### config.mk
export PLATFORM = sky130hd
export DESIGN_NAME = ring_mix_byte_hash_flat
export DESIGN_NICKNAME = d
export VERILOG_FILES = /design/src/rmbh_pkg.sv /design/src/rmbh_in_if.sv /design/src/rmbh_out_if.sv /design/src/rmbh_datapath.sv /design/src/rmbh_ctrl.sv /design/src/ring_mix_byte_hash.sv /design/src/flat_wrapper.sv
export SDC_FILE = /design/constraint.sdc
export NUM_CORES = 2
export LEC_CHECK = 0
export ABC_AREA = 1
export BUFFER_PORTS_ARGS = -buffer_cell sky130_fd_sc_hd__buf_4
export CORE_MARGIN = 8
export CORE_UTILIZATION = 55
export DETAILED_ROUTE_END_ITERATION = 6
export PLACE_DENSITY = 0.71
export SYNTH_ARGS = -nofsm -noshare
export SYNTH_HDL_FRONTEND = slang
export SYNTH_SLANG_ARGS = --single-unit
### constraint.sdc
create_clock -name clk_i -period 18.9 [get_ports clk_i]
set_clock_uncertainty 0.15 [all_clocks]
set_input_delay 0.945 -clock clk_i [delete_from_list [all_inputs] [get_ports clk_i]]
set_output_delay 0.945 -clock clk_i [all_outputs]
set_load 0.1 [all_outputs]
### src/rmbh_pkg.sv
// Package with the constants, codes and control types of the ring mix byte hash.
`timescale 1ns / 1ps

package rmbh_pkg;

  localparam int unsigned RING_DEPTH_DEF = 5;
  localparam int unsigned WORD_W = 32;
  localparam int unsigned BYTE_W = 8;

  localparam int unsigned MIX_ROUND_CAP = 256;
  localparam int unsigned RND_W = $clog2(MIX_ROUND_CAP + 1);

  localparam logic [WORD_W-1:0] MIX_ADD_A = 32'd14921776;
  localparam logic [WORD_W-1:0] MIX_MUL_A = 32'd17761492;
  localparam logic [WORD_W-1:0] MIX_XOR_A = 32'h05827066;
  localparam logic [WORD_W-1:0] MIX_ADD_B = 32'h0002c357;
  localparam logic [WORD_W-1:0] MIX_MUL_B = 32'd10661688;
  localparam logic [WORD_W-1:0] MIX_TEST_MASK = 32'h80000002;
  localparam logic [WORD_W-1:0] MIX_TEST_VAL = 32'h00000002;

  localparam logic OP_CLEAR = 1'b0;
  localparam logic OP_ABSORB = 1'b1;

  typedef struct packed {
    logic clear;
    logic load;
    logic rnd_a;
    logic rnd_b;
    logic write;
    logic emit;
  } rmbh_cmd_t;

  typedef struct packed {
    logic mix_again;
  } rmbh_stat_t;

endpackage

### src/rmbh_in_if.sv
// Input channel interface carrying the operation and the data byte.
`timescale 1ns / 1ps

interface rmbh_in_if;
  logic       valid;
  logic       ready;
  logic       op;
  logic [7:0] data_byte;

  modport source (output valid, output op, output data_byte, input ready);
  modport sink (input valid, input op, input data_byte, output ready);
endinterface

### src/rmbh_out_if.sv
// Output channel interface carrying the digest word.
`timescale 1ns / 1ps

interface rmbh_out_if;
  logic        valid;
  logic        ready;
  logic [31:0] digest;

  modport source (output valid, output digest, input ready);
  modport sink (input valid, input digest, output ready);
endinterface

### src/rmbh_datapath.sv
// Datapath with the rotating word ring, the mix register and the digest register.
`timescale 1ns / 1ps

module rmbh_datapath import rmbh_pkg::*; #(
  parameter int unsigned RING_DEPTH = RING_DEPTH_DEF
) (
  input  logic                clk_i,
  input  logic                rst_ni,
  input  rmbh_cmd_t           cmd_i,
  input  logic [BYTE_W-1:0]   data_byte_i,
  output rmbh_stat_t          stat_o,
  output logic [WORD_W-1:0]   digest_o
);

  // The ring rotates so that the read word always sits at index 0 and the
  // write word at index 1.
  logic [WORD_W-1:0] ring_q [RING_DEPTH];
  logic [WORD_W-1:0] ring_d [RING_DEPTH];
  logic [WORD_W-1:0] x_q, x_d;
  logic [WORD_W-1:0] digest_q;
  logic [WORD_W-1:0] prod_a, prod_b, sum_a, sum_b;

  assign prod_a = x_q * (MIX_MUL_A + x_q);
  assign sum_a  = x_q + MIX_ADD_A + prod_a;
  assign prod_b = x_q * (MIX_MUL_B ^ x_q);
  assign sum_b  = x_q + MIX_ADD_B + prod_b;

  always_comb begin
    x_d = x_q;
    if (cmd_i.load) begin
      x_d = ring_q[0] + {{(WORD_W-BYTE_W){1'b0}}, data_byte_i};
    end else if (cmd_i.rnd_a) begin
      x_d = sum_a ^ MIX_XOR_A;
    end else if (cmd_i.rnd_b) begin
      x_d = sum_b ^ (sum_b >> 16);
    end
  end

  always_comb begin
    for (int i = 0; i < RING_DEPTH; i++) begin
      ring_d[i] = ring_q[i];
    end
    if (cmd_i.clear) begin
      for (int i = 0; i < RING_DEPTH; i++) begin
        ring_d[i] = '0;
      end
    end else if (cmd_i.write) begin
      for (int i = 0; i < RING_DEPTH - 1; i++) begin
        ring_d[i] = ring_q[i+1];
      end
      ring_d[RING_DEPTH-1] = ring_q[0];
      ring_d[0] = ring_q[1] + x_q;
    end
  end

  always_ff @(posedge clk_i or negedge rst_ni) begin
    if (!rst_ni) begin
      for (int i = 0; i < RING_DEPTH; i++) begin
        ring_q[i] <= '0;
      end
    end else begin
      for (int i = 0; i < RING_DEPTH; i++) begin
        ring_q[i] <= ring_d[i];
      end
    end
  end

  always_ff @(posedge clk_i) begin
    x_q <= x_d;
    if (cmd_i.emit) begin
      digest_q <= ring_d[0] ^ ring_d[1];
    end
  end

  assign stat_o.mix_again = ((x_q & MIX_TEST_MASK) == MIX_TEST_VAL);
  assign digest_o = digest_q;

endmodule

### src/rmbh_ctrl.sv
// Controller that sequences the mix rounds and owns the channel handshakes.
`timescale 1ns / 1ps

module rmbh_ctrl import rmbh_pkg::*; (
  input  logic       clk_i,
  input  logic       rst_ni,
  input  logic       in_valid_i,
  input  logic       in_op_i,
  output logic       in_ready_o,
  output logic       out_valid_o,
  input  logic       out_ready_i,
  input  rmbh_stat_t stat_i,
  output rmbh_cmd_t  cmd_o
);

  localparam logic [1:0] ST_IDLE  = 2'd0;
  localparam logic [1:0] ST_RND_A = 2'd1;
  localparam logic [1:0] ST_RND_B = 2'd2;
  localparam logic [1:0] ST_TEST  = 2'd3;

  logic [1:0]       state_q, state_d;
  logic [RND_W-1:0] rnd_q, rnd_d;
  logic             out_valid_q, out_valid_d;
  logic             slot_free;
  logic             in_acc;

  assign slot_free  = !out_valid_q || out_ready_i;
  assign in_ready_o = (state_q == ST_IDLE) && slot_free;
  assign in_acc     = in_valid_i && in_ready_o;

  always_comb begin
    state_d     = state_q;
    rnd_d       = rnd_q;
    out_valid_d = out_valid_q && !out_ready_i;
    cmd_o       = '0;
    unique case (state_q)
      ST_IDLE: begin
        if (in_acc) begin
          if (in_op_i == OP_CLEAR) begin
            cmd_o.clear = 1'b1;
            cmd_o.emit  = 1'b1;
            out_valid_d = 1'b1;
          end else begin
            cmd_o.load = 1'b1;
            rnd_d      = '0;
            state_d    = ST_RND_A;
          end
        end
      end
      ST_RND_A: begin
        cmd_o.rnd_a = 1'b1;
        state_d     = ST_RND_B;
      end
      ST_RND_B: begin
        cmd_o.rnd_b = 1'b1;
        rnd_d       = rnd_q + 1'b1;
        state_d     = ST_TEST;
      end
      ST_TEST: begin
        if (stat_i.mix_again && (rnd_q < RND_W'(MIX_ROUND_CAP))) begin
          state_d = ST_RND_A;
        end else if (slot_free) begin
          cmd_o.write = 1'b1;
          cmd_o.emit  = 1'b1;
          out_valid_d = 1'b1;
          state_d     = ST_IDLE;
        end
      end
      default: begin
        state_d = ST_IDLE;
      end
    endcase
  end

  always_ff @(posedge clk_i or negedge rst_ni) begin
    if (!rst_ni) begin
      state_q     <= ST_IDLE;
      rnd_q       <= '0;
      out_valid_q <= 1'b0;
    end else begin
      state_q     <= state_d;
      rnd_q       <= rnd_d;
      out_valid_q <= out_valid_d;
    end
  end

  assign out_valid_o = out_valid_q;

endmodule

### src/ring_mix_byte_hash.sv
// Top level of the ring mix byte hash: controller, datapath and assertions.
//
// Usage: items arrive on in_i (op, data_byte) and each yields one digest word
// on out_o, in order. A word moves when valid and ready are both high.
// op clear zeroes the ring; op absorb mixes data_byte into the ring.
// A clear item shows its digest in the cycle after acceptance. An absorb item
// loads its byte and then runs R mix rounds before its digest is written,
// where R is 1 for most bytes, about 1.3 on average and at most 256; each
// round runs the first and then the second 32-bit multiply step, then the
// repeat test.
// The block takes one item at a time; the next item is taken once the
// controller is back in idle and the previous digest has left or is leaving
// the output register.
// Reset clears the ring, the controller state and the output valid flag at once.
// When the receiver stalls, the digest waits in the output register and no
// further item is accepted until that digest has been taken.
`timescale 1ns / 1ps

module ring_mix_byte_hash import rmbh_pkg::*; #(
  parameter int unsigned RING_DEPTH = RING_DEPTH_DEF
) (
  input  logic       clk_i,
  input  logic       rst_ni,
  rmbh_in_if.sink    in_i,
  rmbh_out_if.source out_o
);

  rmbh_cmd_t  cmd;
  rmbh_stat_t stat;

  rmbh_ctrl u_ctrl (
    .clk_i       (clk_i),
    .rst_ni      (rst_ni),
    .in_valid_i  (in_i.valid),
    .in_op_i     (in_i.op),
    .in_ready_o  (in_i.ready),
    .out_valid_o (out_o.valid),
    .out_ready_i (out_o.ready),
    .stat_i      (stat),
    .cmd_o       (cmd)
  );

  rmbh_datapath #(
    .RING_DEPTH (RING_DEPTH)
  ) u_datapath (
    .clk_i       (clk_i),
    .rst_ni      (rst_ni),
    .cmd_i       (cmd),
    .data_byte_i (in_i.data_byte),
    .stat_o      (stat),
    .digest_o    (out_o.digest)
  );

`ifndef SYNTHESIS
  a_clear_gives_zero: assert property (@(posedge clk_i) disable iff (!rst_ni)
    (in_i.valid && in_i.ready && (in_i.op == OP_CLEAR)) |=>
      (out_o.valid && (out_o.digest == '0)))
    else $error("clear item did not produce a zero digest");

  a_no_overrun: assert property (@(posedge clk_i) disable iff (!rst_ni)
    (in_i.ready && out_o.valid) |-> out_o.ready)
    else $error("input taken while a stalled digest occupies the output");

  a_absorb_not_instant: assert property (@(posedge clk_i) disable iff (!rst_ni)
    (in_i.valid && in_i.ready && (in_i.op == OP_ABSORB)) |=> !in_i.ready)
    else $error("input ready while an absorb item is still mixing");
`endif

endmodule
### src/flat_wrapper.sv
// flat-port wrapper written by rule: the top's interface ports become plain ports
module ring_mix_byte_hash_flat import rmbh_pkg::*;
#(
  parameter int unsigned RING_DEPTH = RING_DEPTH_DEF
)
  (clk_i, rst_ni, in_i_valid, in_i_op, in_i_data_byte, in_i_ready, out_o_valid, out_o_digest, out_o_ready);
  rmbh_in_if in_i_i ();
  rmbh_out_if out_o_i ();
  input  logic clk_i;
  input  logic rst_ni;
  input wire logic [$bits(in_i_i.valid)-1:0] in_i_valid;
  input wire logic [$bits(in_i_i.op)-1:0] in_i_op;
  input wire logic [$bits(in_i_i.data_byte)-1:0] in_i_data_byte;
  output wire logic [$bits(in_i_i.ready)-1:0] in_i_ready;
  output wire logic [$bits(out_o_i.valid)-1:0] out_o_valid;
  output wire logic [$bits(out_o_i.digest)-1:0] out_o_digest;
  input wire logic [$bits(out_o_i.ready)-1:0] out_o_ready;
  assign in_i_i.valid = in_i_valid;
  assign in_i_i.op = in_i_op;
  assign in_i_i.data_byte = in_i_data_byte;
  assign in_i_ready = in_i_i.ready;
  assign out_o_valid = out_o_i.valid;
  assign out_o_digest = out_o_i.digest;
  assign out_o_i.ready = out_o_ready;
  ring_mix_byte_hash #(.RING_DEPTH(RING_DEPTH)) u_core (.clk_i(clk_i), .rst_ni(rst_ni), .in_i(in_i_i), .out_o(out_o_i));
endmodule
Yosys cells after proc, flatten, opt, wreduce, memory -nomap -nowiden
Cells that the tools add are included.
{"block": "totals", "out_inout_bits": 34, "in_bits": 13, "ff_bits": 236, "word_cells": 74}
{"block": "op_classes", "bitwise_logic": 4, "mul": 2, "reduce_logical": 13, "add_sub_neg": 8, "eq_ne": 7, "muxes": 29, "magnitude_cmp": 1}
{"op": "2-to-1 mux 160 bit", "n": 2}
{"op": "adder 32 bit", "n": 3}
{"op": "2-to-1 mux 32 bit", "n": 3}
{"op": "multiplier 32 x 32 -> 32 bit", "n": 2}
{"op": "adder 25 x 32 -> 32 bit, first input constant", "n": 1}
{"op": "adder 32 x 18 -> 32 bit, second input constant", "n": 1}
{"op": "adder 32 x 24 -> 32 bit, second input constant", "n": 1}
{"op": "adder 32 x 8 -> 32 bit", "n": 1}
{"op": "bitwise XOR 32 x 16 -> 32 bit", "n": 1}
{"op": "bitwise XOR 32 bit", "n": 1}
{"op": "2-to-1 mux 9 bit", "n": 2}
{"op": "one-hot mux 9 bit (2 select lines)", "n": 1}
{"op": "2-to-1 mux 2 bit", "n": 8}
{"op": "inverter 12 bit", "n": 1}
{"op": "inverter 11 bit", "n": 1}
{"op": "2-to-1 mux 1 bit", "n": 10}
{"op": "adder 9 x 1 -> 9 bit, second input constant", "n": 1}
{"op": "< comparator 9 bit, second input constant", "n": 1}
{"op": "one-hot mux 2 bit (4 select lines)", "n": 1}
{"op": "AND reduction 3 bit", "n": 2}
{"op": "equality test 2 x 1 -> 1 bit, second input constant", "n": 2}
{"op": "equality test 2 bit, second input constant", "n": 2}
{"op": "logical AND 1 bit", "n": 4}
{"op": "!= test 2 bit, second input constant", "n": 2}
{"op": "other kinds (7)", "n": 10}

Depth between registers and ports, before layout
{"block": "depth", "ltp_word": 8, "ltp_mapped": 49, "mapped_depth_nobuf": 47}

Cells and area by module
From an unflattened synthesis, not the netlist that was laid out.
{"block": "hier_totals", "cells_unflattened": 5503, "hier_area_um2": 45635.0}
{"mod": "rmbh_datapath", "area_each_um2": 44770.4, "seq_area_each_um2": 5925.7, "n_inst": 1, "cells_per_inst": 5377}
{"mod": "rmbh_ctrl", "area_each_um2": 864.6, "seq_area_each_um2": 300.3, "n_inst": 1, "cells_per_inst": 126}

Worst setup path before layout
OpenSTA, ideal clock, no wires.
{"block": "synth_timing", "path_type": "register to register", "start": "register u_core.u_datapath.x_q[4]", "end": "register u_core.u_datapath.x_q[30] (data pin)", "required_time_ns": 18.486, "stages_incl_launch_ff": 42, "arrival_ns": 8.553, "path_buffers": 4, "synth_period_minus_slack_ns": 8.967, "setup_slack_ns": 9.933, "setup_time_ns": 0.264, "path_cell_list": "edfxtp_1 inv_1 clkbuf_1 clkbuf_1 ha_1 nand2_1 nand2_1 inv_1 o21ai_1 inv_1 ha_1 buf_2 inv_1 clkbuf_1 nand2_1 fa_1 inv_1 fa_1 [6 not listed] fa_1 inv_1 fa_1 inv_1 ha_1 a21oi_1 o21ai_0 a21oi_1 nand3_1 nand2_1 o211ai_1 a31o_2 a21oi_1 nor2_1 nor2_1 xor2_1 o211ai_1 o21ai_0"}
{"block": "synth_between", "elab_chain_len": 7, "elab_cells_between_ends": 12, "classes_between": "add/sub: 5; mul: 2; mux: 3; bitwise: 2"}
{"item": "start: declaration", "line": "rmbh_datapath.sv:19", "text": "logic [WORD_W-1:0] x_q, x_d;"}
{"item": "start signal: assignment", "line": "rmbh_datapath.sv:69", "text": "x_q <= x_d;"}
{"item": "branches (longest 5 deep; another with adder 25 x 32 -> 32 bit)"}
{"item": "2-to-1 mux 32 bit *", "line": "rmbh_datapath.sv:32", "text": "end else if (cmd_i.rnd_a) begin"}
{"item": "2-to-1 mux 32 bit *", "line": "rmbh_datapath.sv:30", "text": "if (cmd_i.load) begin"}
{"item": "net u_core.u_datapath.x_d[30]", "line": "rmbh_datapath.sv:19"}
Mark *: on every way through the listed nets, which the timed path passes. The select of a mux whose other input is x is not followed.
A chain may end at the register's enable or synchronous reset.

Final worst setup path
{"block": "layout_timing", "start": "register u_core.u_datapath.x_q[4]", "end": "register u_core.u_datapath.x_q[29] (data pin)"}
The elaborated chain is that of the path after synthesis.

==> results.cfg <==
[drt]
avgViaCountPerCell = 5.51
first_iter_violations = 3043
avgRoutedWirePerCell_um = 21.3
ant_nets = 0
drt_wl_total_mm = 137
first_pass_iters = 7
drc = 0
dr.max_layer_used = met5
wl_met3_mm = 13.8
wl_met1_mm = 54.1
vias = 35500
dr_wl_met2_mm = 61.9

[synth]
seq_area_frac_synth = 0.138
synthesis.nets = 6659
synth-main-ff-cell = dfrtp_1
synth_cells = 5425
yosysWarnings = 0
synth_edf_count = 64
synthArstFlopShare = 0.729
synth-seq-cells = 236
syn_area_sq_um = 45200
avgSynthCellArea_sq_um = 8.33
ys_types = 58

[timing]
hold_viol = 0
slew_headroom = 0.270
tightestPinTransition_ps = 1090
hold_ws_ps = 302
slew_viol_final = 0
fin_crit_sh = 0.560
rsz0062_at_grt = no
fin_crit_ps = 10590
tns_ps = 0
fmax_mhz = 94.5
setup_viol = 0

[cells_and_area]
nNetsFinal = 6586
final_common_cell = inv_1
fill_cells = 7420
final_cell_area_sq_um = 47400
drive_gt1_frac = 0.0425
mostFrequentLayoutCells = 1438 x inv_1, 1030 x nand2_1, 860 x fa_1, 361 x ha_1, 338 x nor2_1
area_delta_synth_final_pct = 4.90

[clock_network]
clock-sinks = 236
cts_buffers = 25
cts_resized = 0
cts_buffer_depth = 3
clock_latency_ps = 540
cts_root_buffer = clkbuf_16
cts_tree = yes
h-tree-depth = 1
post_cts_buffers = 0
holdBufCountCts = 0
path_clk_slew_ps = 80

[job]
maxCapViolations = 0

[global_routing]
antenna_found_initial = 6
grt_max_degree = 102
grt_use_total = 0.308
first_global_vias = 37200
overflow = 0
grt_pass1_wl_mm = 214

[floorplanning]
initial_core_util = 0.553
die_x_um = 303
die_height_um = 303
rows = 105
dieArea_sq_um = 91600
pin_count = 47
core_area_sq_um = 81700

[setup_path]
critPathMaxFanout = 21
required_ps = 19010
cp_slowest_cell = inv_1
worstSetupStartpointType = register
reg2reg_depth = 36
max_stage_delay_ps = 710
crit_type = register to register
crit_arrival_ps = 10700
crit_path_end_kind = register

[place]
place_area_sq_um = 46500
gp_congestion = 0.993
portBuffers = 46
dp_hpwl_mm = 106

[hold_path]
min_path_type = register to register
hold_depth = 1

[run_status]
status = finished clean
[registers in the layout, indices dropped and copies added (netlist names)]
name,cells
u_core.u_ctrl.state_q,2
u_core.u_datapath.ring_q,160
u_core.u_datapath.x_q,32
u_core.u_ctrl.out_valid_o,1
u_core.u_ctrl.rnd_q,9
u_core.u_datapath.digest_o,32
[per-layer routing]
metal  global-route usage  up-vias
met5                    0        -
met2                0.486     1728
met3               0.0595      362
met4                0.142        6
met1                0.410    17500
li1                     -    15900
[path summary, 6_finish.rpt]
check	startpoint	to	slack, ps
min	u_core.u_ctrl.rnd_q[3]$_DFFE_PN0P_	u_core.u_ctrl.rnd_q[4]$_DFFE_PN0P_	300
min in group asynchronous	rst_ni	u_core.u_ctrl.rnd_q[3]$_DFFE_PN0P_	370
max in group asynchronous	rst_ni	u_core.u_datapath.ring_q[42]$_DFFE_PN0N_	16710
max	u_core.u_datapath.x_q[4]$_DFFE_PP_	u_core.u_datapath.x_q[29]$_DFFE_PP_	8310
max reg2reg	u_core.u_datapath.x_q[4]$_DFFE_PP_	u_core.u_datapath.x_q[29]$_DFFE_PP_	8310
min reg2reg	u_core.u_ctrl.rnd_q[3]$_DFFE_PN0P_	u_core.u_ctrl.rnd_q[4]$_DFFE_PN0P_	300
[critical path, delay by kind of cell (launching register included)]
| kind | cells | cell delay (ps) |
|---|---|---|
| buffers and inverters | 9 | 2070 |
| DFF | 1 | 440 |
| and+or+nand+nor | 7 | 1040 |
| AOI/OAI and AO/OA | 9 | 1950 |
| adders and majority gates | 11 | 4580 |
[area by class of cell]
| class | count | area (sq um) | area share |
|---|---|---|---|
| Multi-Input combinational cell | 3514 | 32700 | 0.689 |
| Sequential cell | 236 | 6230 | 0.131 |
| Inverter | 1467 | 5510 | 0.116 |
| Tap cell | 1070 | 1340 | 0.0282 |
| Timing Repair Buffer | 108 | 815 | 0.0172 |
| Clock buffer | 38 | 779 | 0.0164 |
| Clock inverter | 7 | 98.8 | 0.00208 |
| Antenna cell | 1 | 2.50 | 0.0000528 |
[cells in the mapped netlist (7+ instances only)]
cell      instances  area share
inv_1          1440        0.12
nand2_1        1031       0.086
fa_1            860        0.38
ha_1            361        0.10
nor2_1          339       0.028
a21oi_1         175       0.019
dfrtp_1         172       0.095
nand3_1         130       0.014
clkbuf_1        124       0.010
o21ai_0         124       0.014
o22ai_1         100       0.014
xor2_1           87       0.017
xnor2_1          69       0.013
edfxtp_1         64       0.043
buf_1            52      0.0043
nor3_1           38      0.0042
o21ai_1          30      0.0033
buf_2            24      0.0027
inv_2            21      0.0017
nand4_1          18      0.0025
or2_2            14      0.0019
a31oi_1          13      0.0018
nand3b_1         11      0.0018
nor2_2           10      0.0014
nor4_1           10      0.0014
o21bai_1         10      0.0017
nand2_2           9      0.0012
o211ai_1          9      0.0015
a21o_1            7      0.0012
buf_4             7      0.0012
o21a_1            7      0.0012
[stage by stage]
stage / worst slack (ps) / util / std cells
after floorplan: 9930 / - / 5425
after global placement: 8740 / 0.570 / 6395
after detailed placement: 8560 / 0.570 / 6395
after CTS: 8520 / 0.580 / 6440
after global routing: 7700 / 0.580 / 6440
final: 8310 / 0.580 / 6441
[cell families (layout without fill, tap and decap cells)]
| family | count (synthesis) | after routing | share of synthesized area |
|---|---|---|---|
| fa+ha+maj | 1221 | 1221 | 0.481 |
| other cells | 0 | 1 | 0 |
| flops | 236 | 236 | 0.138 |
| compound gates | 503 | 503 | 0.0630 |
| simple gates | 1629 | 1629 | 0.146 |
| buf+inv | 1675 | 1620 | 0.140 |
| mux | 1 | 1 | 0.000221 |
| xor+xnor | 160 | 160 | 0.0317 |
Power is left out: the tool's default activity adds up to more than one toggle a clock period on the data nets, which glitch-free logic cannot reach.
